## src/hw/rtl/rwrs_pkg.sv

```systemverilog
// ----------------------------------------------------------------------------
// rwrs_pkg: shared types and constants for the ring window running sum
// Holds the operation codes, the fixed field widths and the record that
// carries one item from the position stage to the accumulate stage.
// ----------------------------------------------------------------------------
package rwrs_pkg;

    // Fixed field widths.
    localparam int SAMPLE_W    = 32;
    localparam int OP_W        = 2;
    localparam int CFG_W       = 7;
    localparam int OUT_TDATA_W = 40;

    // Window length after reset.
    localparam logic [CFG_W-1:0] CFG_LENGTH_RESET = 7'd64;

    // Operation carried in the input tuser; the fourth code changes nothing.
    typedef enum logic [OP_W-1:0] {
        OP_INSERT = 2'd0,
        OP_DELETE = 2'd1,
        OP_CLEAR  = 2'd2
    } op_t;

    // One item on its way to the accumulate stage.
    typedef struct packed {
        op_t                 op;
        logic [SAMPLE_W-1:0] sample;
        logic                hit;
        logic                full;
    } item_t;

endpackage

```

## src/hw/rtl/rwrs_ram.sv

```systemverilog
// ----------------------------------------------------------------------------
// rwrs_ram: generic single-clock RAM
// One write port and one read port with a registered read. A read and a
// write at the same address in one cycle return the old contents.
// ----------------------------------------------------------------------------
module rwrs_ram #(
    parameter int WIDTH = 32,
    parameter int DEPTH = 64,
    localparam int AW = (DEPTH > 1) ? $clog2(DEPTH) : 1
) (
    input  logic             clk,
    input  logic             wr_en,
    input  logic [AW-1:0]    wr_addr,
    input  logic [WIDTH-1:0] wr_data,
    input  logic             rd_en,
    input  logic [AW-1:0]    rd_addr,
    output logic [WIDTH-1:0] rd_data
);

    logic [WIDTH-1:0] mem [DEPTH];

    // Read-first port: the read takes the contents before this cycle's write.
    always_ff @(posedge clk)
    begin
        if (rd_en)
        begin
            rd_data <= mem[rd_addr];
        end
        if (wr_en)
        begin
            mem[wr_addr] <= wr_data;
        end
    end

endmodule

```

## src/hw/rtl/rwrs_ctrl.sv

```systemverilog
// ----------------------------------------------------------------------------
// rwrs_ctrl: position stage of the ring window running sum
// Holds the window length, write position, full flag and entry valid marks.
// For each accepted beat it picks the entry to touch, drives the sample
// store and registers what the accumulate stage needs. After a window length
// write it folds the write position into the new length, one position bit a
// cycle, and holds the input side off until that is done.
// ----------------------------------------------------------------------------
module rwrs_ctrl
    import rwrs_pkg::*;
#(
    parameter int MAX_WINDOW = 64,
    localparam int PW = $clog2(MAX_WINDOW)
) (
    input  logic                clk,
    input  logic                rst_n,
    input  logic                cfg_wr_en,
    input  logic [CFG_W-1:0]    cfg_wr_data,
    input  logic                accept,
    input  op_t                 op,
    input  logic [SAMPLE_W-1:0] sample,
    output logic                ready,
    output logic                ram_wr_en,
    output logic [PW-1:0]       ram_addr,
    output logic [SAMPLE_W-1:0] ram_wr_data,
    output item_t               item
);

    localparam int LW = PW + 1;
    localparam int CW = (LW > CFG_W) ? LW : CFG_W;
    localparam logic [CW-1:0] MAX_C = CW'(MAX_WINDOW);

    logic [CFG_W-1:0]      window_length_reg;
    logic [PW-1:0]         pos_reg;
    logic [PW-1:0]         pos_next;
    logic [PW-1:0]         fold_reg;
    logic [PW-1:0]         fold_next;
    logic                  busy_reg;
    logic [LW-1:0]         rem_reg;
    logic [PW-1:0]         mask_reg;
    logic                  full_reg;
    logic                  full_next;
    logic [MAX_WINDOW-1:0] valid_reg;
    logic [MAX_WINDOW-1:0] valid_next;
    item_t                 item_reg;

    logic [CW-1:0]         len_wide;
    logic [LW-1:0]         len;
    logic [LW-1:0]         len_m1;
    logic [PW-1:0]         pos;
    logic [PW-1:0]         prev;
    logic [LW-1:0]         pos_inc;
    logic                  wrap;
    logic [PW-1:0]         addr;
    logic                  do_write;
    logic [LW-1:0]         rem_shift;
    logic [LW-1:0]         rem_step;

    // Configuration register.
    always_ff @(posedge clk or negedge rst_n)
    begin
        if (!rst_n)
        begin
            window_length_reg <= CFG_LENGTH_RESET;
        end
        else if (cfg_wr_en)
        begin
            window_length_reg <= cfg_wr_data;
        end
    end

    // Effective length: zero acts as one, anything above the store depth
    // acts as the depth.
    always_comb
    begin
        len_wide = CW'(window_length_reg);
        if (len_wide == '0)
        begin
            len_wide = CW'(1);
        end
        else if (len_wide > MAX_C)
        begin
            len_wide = MAX_C;
        end
    end

    assign len     = len_wide[LW-1:0];
    assign len_m1  = len - LW'(1);
    assign pos     = fold_reg;
    assign pos_inc = {1'b0, pos} + LW'(1);
    assign wrap    = (pos_inc >= len);
    assign prev    = (pos == '0) ? len_m1[PW-1:0] : pos - PW'(1);

    // One restoring remainder step of the write position by the length.
    assign rem_shift = {rem_reg[PW-1:0], |(pos_reg & mask_reg)};
    assign rem_step  = (rem_shift >= len) ? rem_shift - len : rem_shift;

    // Fold sequencer: starts on a length write, walks the position bits from
    // the top and stalls the input until the last bit is in.
    always_ff @(posedge clk or negedge rst_n)
    begin
        if (!rst_n)
        begin
            busy_reg <= 1'b0;
            rem_reg  <= '0;
            mask_reg <= '0;
        end
        else if (cfg_wr_en)
        begin
            busy_reg <= 1'b1;
            rem_reg  <= '0;
            mask_reg <= PW'(1) << (PW - 1);
        end
        else if (busy_reg)
        begin
            rem_reg  <= rem_step;
            mask_reg <= mask_reg >> 1;
            if (mask_reg[0])
            begin
                busy_reg <= 1'b0;
            end
        end
    end

    assign ready = ~busy_reg;

    // Per-operation position, flag and valid mark updates.
    always_comb
    begin
        pos_next    = pos_reg;
        fold_next   = fold_reg;
        full_next   = full_reg;
        valid_next  = valid_reg;
        addr        = pos;
        do_write    = 1'b0;
        ram_wr_data = sample;
        unique case (op)
            OP_INSERT:
            begin
                do_write        = 1'b1;
                pos_next        = wrap ? '0 : pos_inc[PW-1:0];
                fold_next       = pos_next;
                full_next       = full_reg | wrap;
                valid_next[pos] = 1'b1;
            end
            OP_DELETE:
            begin
                addr             = prev;
                do_write         = 1'b1;
                ram_wr_data      = '0;
                pos_next         = prev;
                fold_next        = prev;
                valid_next[prev] = 1'b1;
            end
            OP_CLEAR:
            begin
                pos_next   = '0;
                fold_next  = '0;
                full_next  = 1'b0;
                valid_next = '0;
            end
            default:
            begin
                pos_next = pos_reg;
            end
        endcase
    end

    // Control state moves on each accepted beat.
    always_ff @(posedge clk or negedge rst_n)
    begin
        if (!rst_n)
        begin
            pos_reg   <= '0;
            full_reg  <= 1'b0;
            valid_reg <= '0;
        end
        else if (accept)
        begin
            pos_reg   <= pos_next;
            full_reg  <= full_next;
            valid_reg <= valid_next;
        end
    end

    // Position within the current length: loaded by the fold sequencer and
    // kept in step with the write position by each accepted beat.
    always_ff @(posedge clk or negedge rst_n)
    begin
        if (!rst_n)
        begin
            fold_reg <= '0;
        end
        else if (busy_reg && mask_reg[0])
        begin
            fold_reg <= rem_step[PW-1:0];
        end
        else if (accept)
        begin
            fold_reg <= fold_next;
        end
    end

    // Item record for the accumulate stage, aligned with the RAM read data.
    always_ff @(posedge clk)
    begin
        if (accept)
        begin
            item_reg.op     <= op;
            item_reg.sample <= sample;
            item_reg.hit    <= valid_reg[addr];
            item_reg.full   <= full_next;
        end
    end

    assign ram_wr_en = accept & do_write;
    assign ram_addr  = addr;
    assign item      = item_reg;

endmodule

```

## src/hw/rtl/rwrs_accum.sv

```systemverilog
// ----------------------------------------------------------------------------
// rwrs_accum: accumulate and output stage of the ring window running sum
// Combines the old entry read from the store with the item record to update
// the running total, and holds the result beat until the sink takes it.
// ----------------------------------------------------------------------------
module rwrs_accum
    import rwrs_pkg::*;
(
    input  logic                clk,
    input  logic                rst_n,
    input  logic                accept,
    input  item_t               item,
    input  logic [SAMPLE_W-1:0] rd_data,
    input  logic                out_ready,
    output logic                in_ready,
    output logic                out_valid,
    output logic [SAMPLE_W-1:0] total,
    output logic                full
);

    logic                b_valid_reg;
    logic                out_valid_reg;
    logic [SAMPLE_W-1:0] total_reg;
    logic [SAMPLE_W-1:0] total_next;
    logic                full_reg;
    logic [SAMPLE_W-1:0] old;
    logic                advance;

    // The item in this stage moves on when the output register is free.
    assign advance  = b_valid_reg & (~out_valid_reg | out_ready);
    assign in_ready = ~b_valid_reg | advance;

    // Entries never written since the last clear read as zero.
    assign old = item.hit ? rd_data : '0;

    // Running total after this operation, wrapping at 32 bits.
    always_comb
    begin
        unique case (item.op)
            OP_INSERT: total_next = total_reg + item.sample - (item.full ? old : '0);
            OP_DELETE: total_next = total_reg - old;
            OP_CLEAR:  total_next = '0;
            default:   total_next = total_reg;
        endcase
    end

    // Pipeline valids and the running total.
    always_ff @(posedge clk or negedge rst_n)
    begin
        if (!rst_n)
        begin
            b_valid_reg   <= 1'b0;
            out_valid_reg <= 1'b0;
            total_reg     <= '0;
        end
        else
        begin
            if (accept)
            begin
                b_valid_reg <= 1'b1;
            end
            else if (advance)
            begin
                b_valid_reg <= 1'b0;
            end
            if (advance)
            begin
                out_valid_reg <= 1'b1;
                total_reg     <= total_next;
            end
            else if (out_ready)
            begin
                out_valid_reg <= 1'b0;
            end
        end
    end

    // Full flag travels with the result beat.
    always_ff @(posedge clk)
    begin
        if (advance)
        begin
            full_reg <= item.full;
        end
    end

    assign out_valid = out_valid_reg;
    assign total     = total_reg;
    assign full      = full_reg;

endmodule

```

## src/hw/rtl/ring_window_running_sum_top.sv

```systemverilog
// ----------------------------------------------------------------------------
// ring_window_running_sum_top: moving window sum over a circular store
// Inserts, deletes and clears samples in a ring of configurable length and
// reports the running total and full flag after every operation.
// ----------------------------------------------------------------------------
// The block takes one beat per clock cycle for as long as the result side is
// ready and no length fold is in progress, and every input beat gives exactly
// one result beat. The input beat is registered into the item record and the
// sample store's registered read port, and then into the output register: the
// position stage reads and writes the entry in the cycle of acceptance, and
// the accumulate stage folds the old entry into the total once the output
// register is free. A stalled result holds one item in each stage, after which
// the input side stops. The window length may only be changed while no beat
// is in flight; after each length write the input side stays not ready while
// the write position is folded into the new length one bit a cycle. Clear
// needs no sweep, as the entry valid marks are cleared at once.
module ring_window_running_sum_top
    import rwrs_pkg::*;
#(
    parameter int MAX_WINDOW = 64
) (
    input  logic                   clk,
    input  logic                   rst_n,
    // Configuration: window_length.
    input  logic                   cfg_wr_en,
    input  logic [CFG_W-1:0]       cfg_wr_data,
    // Input stream.
    input  logic                   s_axis_tvalid,
    output logic                   s_axis_tready,
    input  logic [SAMPLE_W-1:0]    s_axis_tdata,   // [31:0] sample_value
    input  logic [OP_W-1:0]        s_axis_tuser,   // [1:0] operation
    // Result stream.
    output logic                   m_axis_tvalid,
    input  logic                   m_axis_tready,
    output logic [OUT_TDATA_W-1:0] m_axis_tdata    // [31:0] window_total,
                                                   // [32] window_full, rest zero
);

    localparam int PW = $clog2(MAX_WINDOW);

    logic                accept;
    logic                ctrl_ready;
    logic                accum_ready;
    logic                ram_wr_en;
    logic [PW-1:0]       ram_addr;
    logic [SAMPLE_W-1:0] ram_wr_data;
    logic [SAMPLE_W-1:0] ram_rd_data;
    item_t               item;
    logic [SAMPLE_W-1:0] total;
    logic                full;

    assign s_axis_tready = ctrl_ready & accum_ready;
    assign accept        = s_axis_tvalid & s_axis_tready;

    // Position stage.
    rwrs_ctrl #(
        .MAX_WINDOW (MAX_WINDOW)
    ) u_ctrl (
        .clk         (clk),
        .rst_n       (rst_n),
        .cfg_wr_en   (cfg_wr_en),
        .cfg_wr_data (cfg_wr_data),
        .accept      (accept),
        .op          (op_t'(s_axis_tuser)),
        .sample      (s_axis_tdata),
        .ready       (ctrl_ready),
        .ram_wr_en   (ram_wr_en),
        .ram_addr    (ram_addr),
        .ram_wr_data (ram_wr_data),
        .item        (item)
    );

    // Sample store.
    rwrs_ram #(
        .WIDTH (SAMPLE_W),
        .DEPTH (MAX_WINDOW)
    ) u_store (
        .clk     (clk),
        .wr_en   (ram_wr_en),
        .wr_addr (ram_addr),
        .wr_data (ram_wr_data),
        .rd_en   (accept),
        .rd_addr (ram_addr),
        .rd_data (ram_rd_data)
    );

    // Accumulate and output stage.
    rwrs_accum u_accum (
        .clk       (clk),
        .rst_n     (rst_n),
        .accept    (accept),
        .item      (item),
        .rd_data   (ram_rd_data),
        .out_ready (m_axis_tready),
        .in_ready  (accum_ready),
        .out_valid (m_axis_tvalid),
        .total     (total),
        .full      (full)
    );

    assign m_axis_tdata = {(OUT_TDATA_W - SAMPLE_W - 1)'(0), full, total};

endmodule

```

## config.mk

```make
export PLATFORM = sky130hd
export DESIGN_NAME = ring_window_running_sum_top
export DESIGN_NICKNAME = d
export VERILOG_FILES = /design/src/hw/rtl/rwrs_pkg.sv /design/src/hw/rtl/rwrs_ram.sv /design/src/hw/rtl/rwrs_ctrl.sv /design/src/hw/rtl/rwrs_accum.sv /design/src/hw/rtl/ring_window_running_sum_top.sv
export SDC_FILE = /design/constraint.sdc
export NUM_CORES = 2
export LEC_CHECK = 0
export BUFFER_PORTS_ARGS = -buffer_cell sky130_fd_sc_hd__buf_2
export CAP_MARGIN = 20
export CORE_ASPECT_RATIO = 1.2
export CORE_MARGIN = 10
export CORE_UTILIZATION = 40
export CTS_BUF_LIST = sky130_fd_sc_hd__clkbuf_16
export CTS_CLUSTER_DIAMETER = 50
export CTS_CLUSTER_SIZE = 14
export DETAILED_ROUTE_END_ITERATION = 12
export PLACE_DENSITY = 0.64
export SLEW_MARGIN = 10
export SYNTH_ARGS = -nofsm -noshare
export SYNTH_HDL_FRONTEND = slang
export SYNTH_SLANG_ARGS = --single-unit
```

## constraint.sdc

```tcl
create_clock -name clk -period 4.8 [get_ports clk]
set_input_delay 0.96 -clock clk [delete_from_list [all_inputs] [get_ports clk]]
set_output_delay 0.96 -clock clk [all_outputs]
set_load 0.05 [all_outputs]
```

==> results.py <==
metrics = {
    "outcome": {
        "status": "completed",
    },
    "logic_synthesis": {
        "ys_top_cells_by_count": "2117 x edfxtp_1, 2041 x nand2_1, 982 x nand3_1",
        "synth_xor_area_share_pct": 0.531,
        "yosys.area.top_type": "edfxtp_1",
        "synth_compound_area_share_pct": 6.70,
        "yosysUniqueCellTypes": 93,
        "yosysWarnings": 0,
        "synth_edf_count": 2117,
        "avgSynthCellArea_sq_um": 12.2,
        "synthMuxAreaShare_pct": 1.11,
        "synth-seq-cells": 2248,
        "syn-cell-area_sq_mm": 0.0956,
        "synthFlopType": "edfxtp_1",
        "synth-simple-area-share_pct": 17.0,
        "synth_top_family_by_area": "simple AND/OR/NAND/NOR gates",
        "yosysMostFrequentCell": "edfxtp_1",
        "ys_seq_area_share_pct": 69.9,
        "synthArstFlopShare_pct": 5.83,
        "syn_inst": 7865,
        "synth_top_area_share_pct": 66.5,
        "synth.area.top_cells": "edfxtp_1 66%, nand2_1 8.0%, nand3_1 5.1%",
        "synthAdderAreaFrac_pct": 1.79,
    },
    "setup_path": {
        "r2r_start": "u_ctrl.fold_reg[0]$_DFFE_PN0P_",
        "r2r_end": "u_store.rd_data[10]$_DFFE_PP_",
        "path_class": "flip-flop to flip-flop",
        "critPathCaptureType": "flip-flop",
        "startpoint_type": "flip-flop",
        "ff2ff_path_depth": 14,
        "cp.required_ns": 5.36,
        "endpoint": "u_store.rd_data[10]$_DFFE_PP_",
        "cp_max_fo": 39,
        "regToRegSetupSlack_ns": 0.27,
        "cp-startpoint": "u_ctrl.fold_reg[0]$_DFFE_PN0P_",
        "crit_arrival_ns": 5.09,
    },
    "clock_tree": {
        "clock-root-buffer": "clkbuf_16",
        "cts_tree": "built",
        "ctsHoldBuffers": 0,
        "cts_buffers": 199,
        "clk_path_buf_depth": 4,
        "path_clk_slew_ns": 0.06,
        "worstSkewPairLatency_ns": 0.86,
        "clock_sinks": 2248,
        "htreeDepth": 4,
    },
    "sta": {
        "worst_slew_pin_slew_ns": 1.13,
        "relSlewSlack_pct": 24.8,
        "slew_violations": 0,
        "setup_ws_ns": 0.269,
        "max_freq_mhz": 221,
        "setup_tns_ns": 0,
        "fin_skew_ns": 0.0522,
        "rsz0062_at_grt": "false",
        "hold_viol": 0,
        "period_minus_slack_ns": 4.53,
        "finalCritPeriodShare_pct": 94.4,
        "setup_violations": 0,
    },
    "detailed_routing": {
        "firstDrtPassIters": 8,
        "viasPerCell": 6.02,
        "ant_nets": 0,
        "drc_errors": 0,
        "wl_per_cell_um": 29.5,
        "drt_iter0_drc": 10200,
        "finalWirelength_mm": 337,
        "vias": 68800,
    },
    "floorplan": {
        "die-height_um": 556,
        "dieWidth_um": 466,
        "row_count": 196,
        "ioPinCount": 88,
        "start_util_pct": 40.2,
        "core-area_sq_mm": 0.238,
        "dieArea_sq_mm": 0.259,
    },
    "power": {
        "leakage_uw": 0.0394,
        "vdd_drop_max_mv": 0.399,
        "power.switching_uw": 24000,
        "switching_share_pct": 39.2,
        "power_density_mw_per_mm2": 556,
        "pwr-share-comb_pct": 40.1,
        "p_total_uw": 61300,
        "power_frac_clock_pct": 23.8,
        "p_seq_share_pct": 36.1,
        "p_int_uw": 37300,
    },
    "global_route": {
        "grt_pass1_vias": 65200,
        "grtUsageMet1_pct": 32.0,
        "grtUsageMet2_pct": 40.5,
        "grt_pass1_wl_mm": 476,
        "grt_antenna_before_repair": 21,
        "gr-max-usage-layer": "met2",
        "grt_usage_pct": 25.0,
        "grt_use_met3_pct": 4.87,
        "gr-total-overflow": 0,
        "grt_max_degree": 93,
    },
    "placed_design": {
        "place.gp.congestion": 0.913,
        "dp_hpwl_mm": 215,
        "numPortBuffers": 80,
        "dp_slack_ns": -0.218,
    },
    "cells_and_area": {
        "area_delta_synth_final_pct": 15.1,
        "nNetsFinal": 8355,
        "utilization_pct": 46.3,
        "fillers": 21000,
        "drive_gt1_share_pct": 12.3,
        "largest_reg_flops": 2048,
    },
    "worst_hold_path": {
        "hold_class": "input port to asynchronous set/reset pin",
    },
    "flow_run": {
        "maxCapViolCount": 0,
    },
}
==> critical path: stages (launching register included) <==
cell and delay (ns):
dfrtp_2 0.40, inv_1 0.08, ha_1 0.20, nor3b_4 0.47, o2111a_1 0.42, nor4_1 0.11, or3_4 0.53, buf_12 0.25
buf_12 0.18, buf_12 0.17, nand2_1 0.09, a21oi_1 0.06, o21ai_0 0.54, nand4_1 0.25, or4_1 0.45
==> cell usage in the layout (no fill, tap or decap), drive strengths merged, types with 60 or more instances in the layout <==
master	Yosys	layout
edfxtp	2117	2117
and3	174	174
inv	156	191
a21oi	306	306
a31oi	138	138
o21ai	122	122
a211oi	66	66
clkbuf	158	201
mux2i	96	96
ha	85	85
dfrtp	130	130
nand2	2043	2043
nand4	70	70
a221oi	60	60
buf	335	613
nand3	984	984
nor2	264	264
==> power by group through the flow <==
stage               combinational, uW  sequential (uW)  clock [uW]
floorplan                       13800            22800           0
global placement                23800            22500           0
detailed placement              24000            22500           0
CTS                             24100            22100       14600
global route                    26100            22100       15300
finish                          24600            22100       14600
==> final cells by class <==
cell class,count,area [sq um],area share (%)
multi-input cells,4973,26900,24.4
repair buffers,613,6350,5.77
flip-flops and latches,2248,66900,60.7
clock inverters,61,405,0.368
well taps,3168,3960,3.60
inverters,157,591,0.536
clock buffers,201,5030,4.57
diodes,6,15.0,0.0136
==> cells by family after synthesis <==
group	count (synthesis)
other	1
adder cells (fa/ha/maj)	118
XOR/XNOR	58
buffers and inverters	650
AND/OR/NAND/NOR	3703
flip-flops	2248
AO/OA/AOI/OAI	982
multiplexers	105
==> worst min path at each step <==
stage,from,endpoint,slack [ns],cells past startpoint
after floorplan,u_ctrl.pos_reg[1]$_DFFE_PN0P_,u_ctrl.pos_reg[1]$_DFFE_PN0P_,0.45,2
after global placement,u_ctrl.pos_reg[1]$_DFFE_PN0P_,u_ctrl.pos_reg[1]$_DFFE_PN0P_,0.47,2
after detailed placement,u_ctrl.pos_reg[1]$_DFFE_PN0P_,u_ctrl.pos_reg[1]$_DFFE_PN0P_,0.47,2
after CTS,rst_n,u_accum.total[26]$_DFFE_PN0P_,0.21,1
after global routing,rst_n,u_accum.total[26]$_DFFE_PN0P_,0.28,1
final,rst_n,u_accum.total[30]$_DFFE_PN0P_,0.19,1
==> per-layer routing <==
layer	up-vias	part of all wire, %
met5	-	0.040
met4	20	5.9
met3	916	11
met2	4521	47
met1	34100	36
li1	29200	-
==> timing repair <==
action,CTS,global route
setup buffers,0,4
endpoints found under the setup margin,0,10
resized for setup,0,4
==> per-stage QoR <==
| step | hold slack, ns | instance area, sq um | std cells |
|---|---|---|---|
| 2_1_floorplan | 0.450 | 95700 | 7871 |
| 3_5_place_dp | 0.471 | 105000 | 11200 |
| 3_3_place_gp | 0.466 | 105000 | 11200 |
| 6_report | 0.185 | 110000 | 11400 |
| 5_1_grt | 0.278 | 110000 | 11400 |
| 4_1_cts | 0.213 | 110000 | 11400 |
No activity file was read; power rests on OpenSTA's default activity.
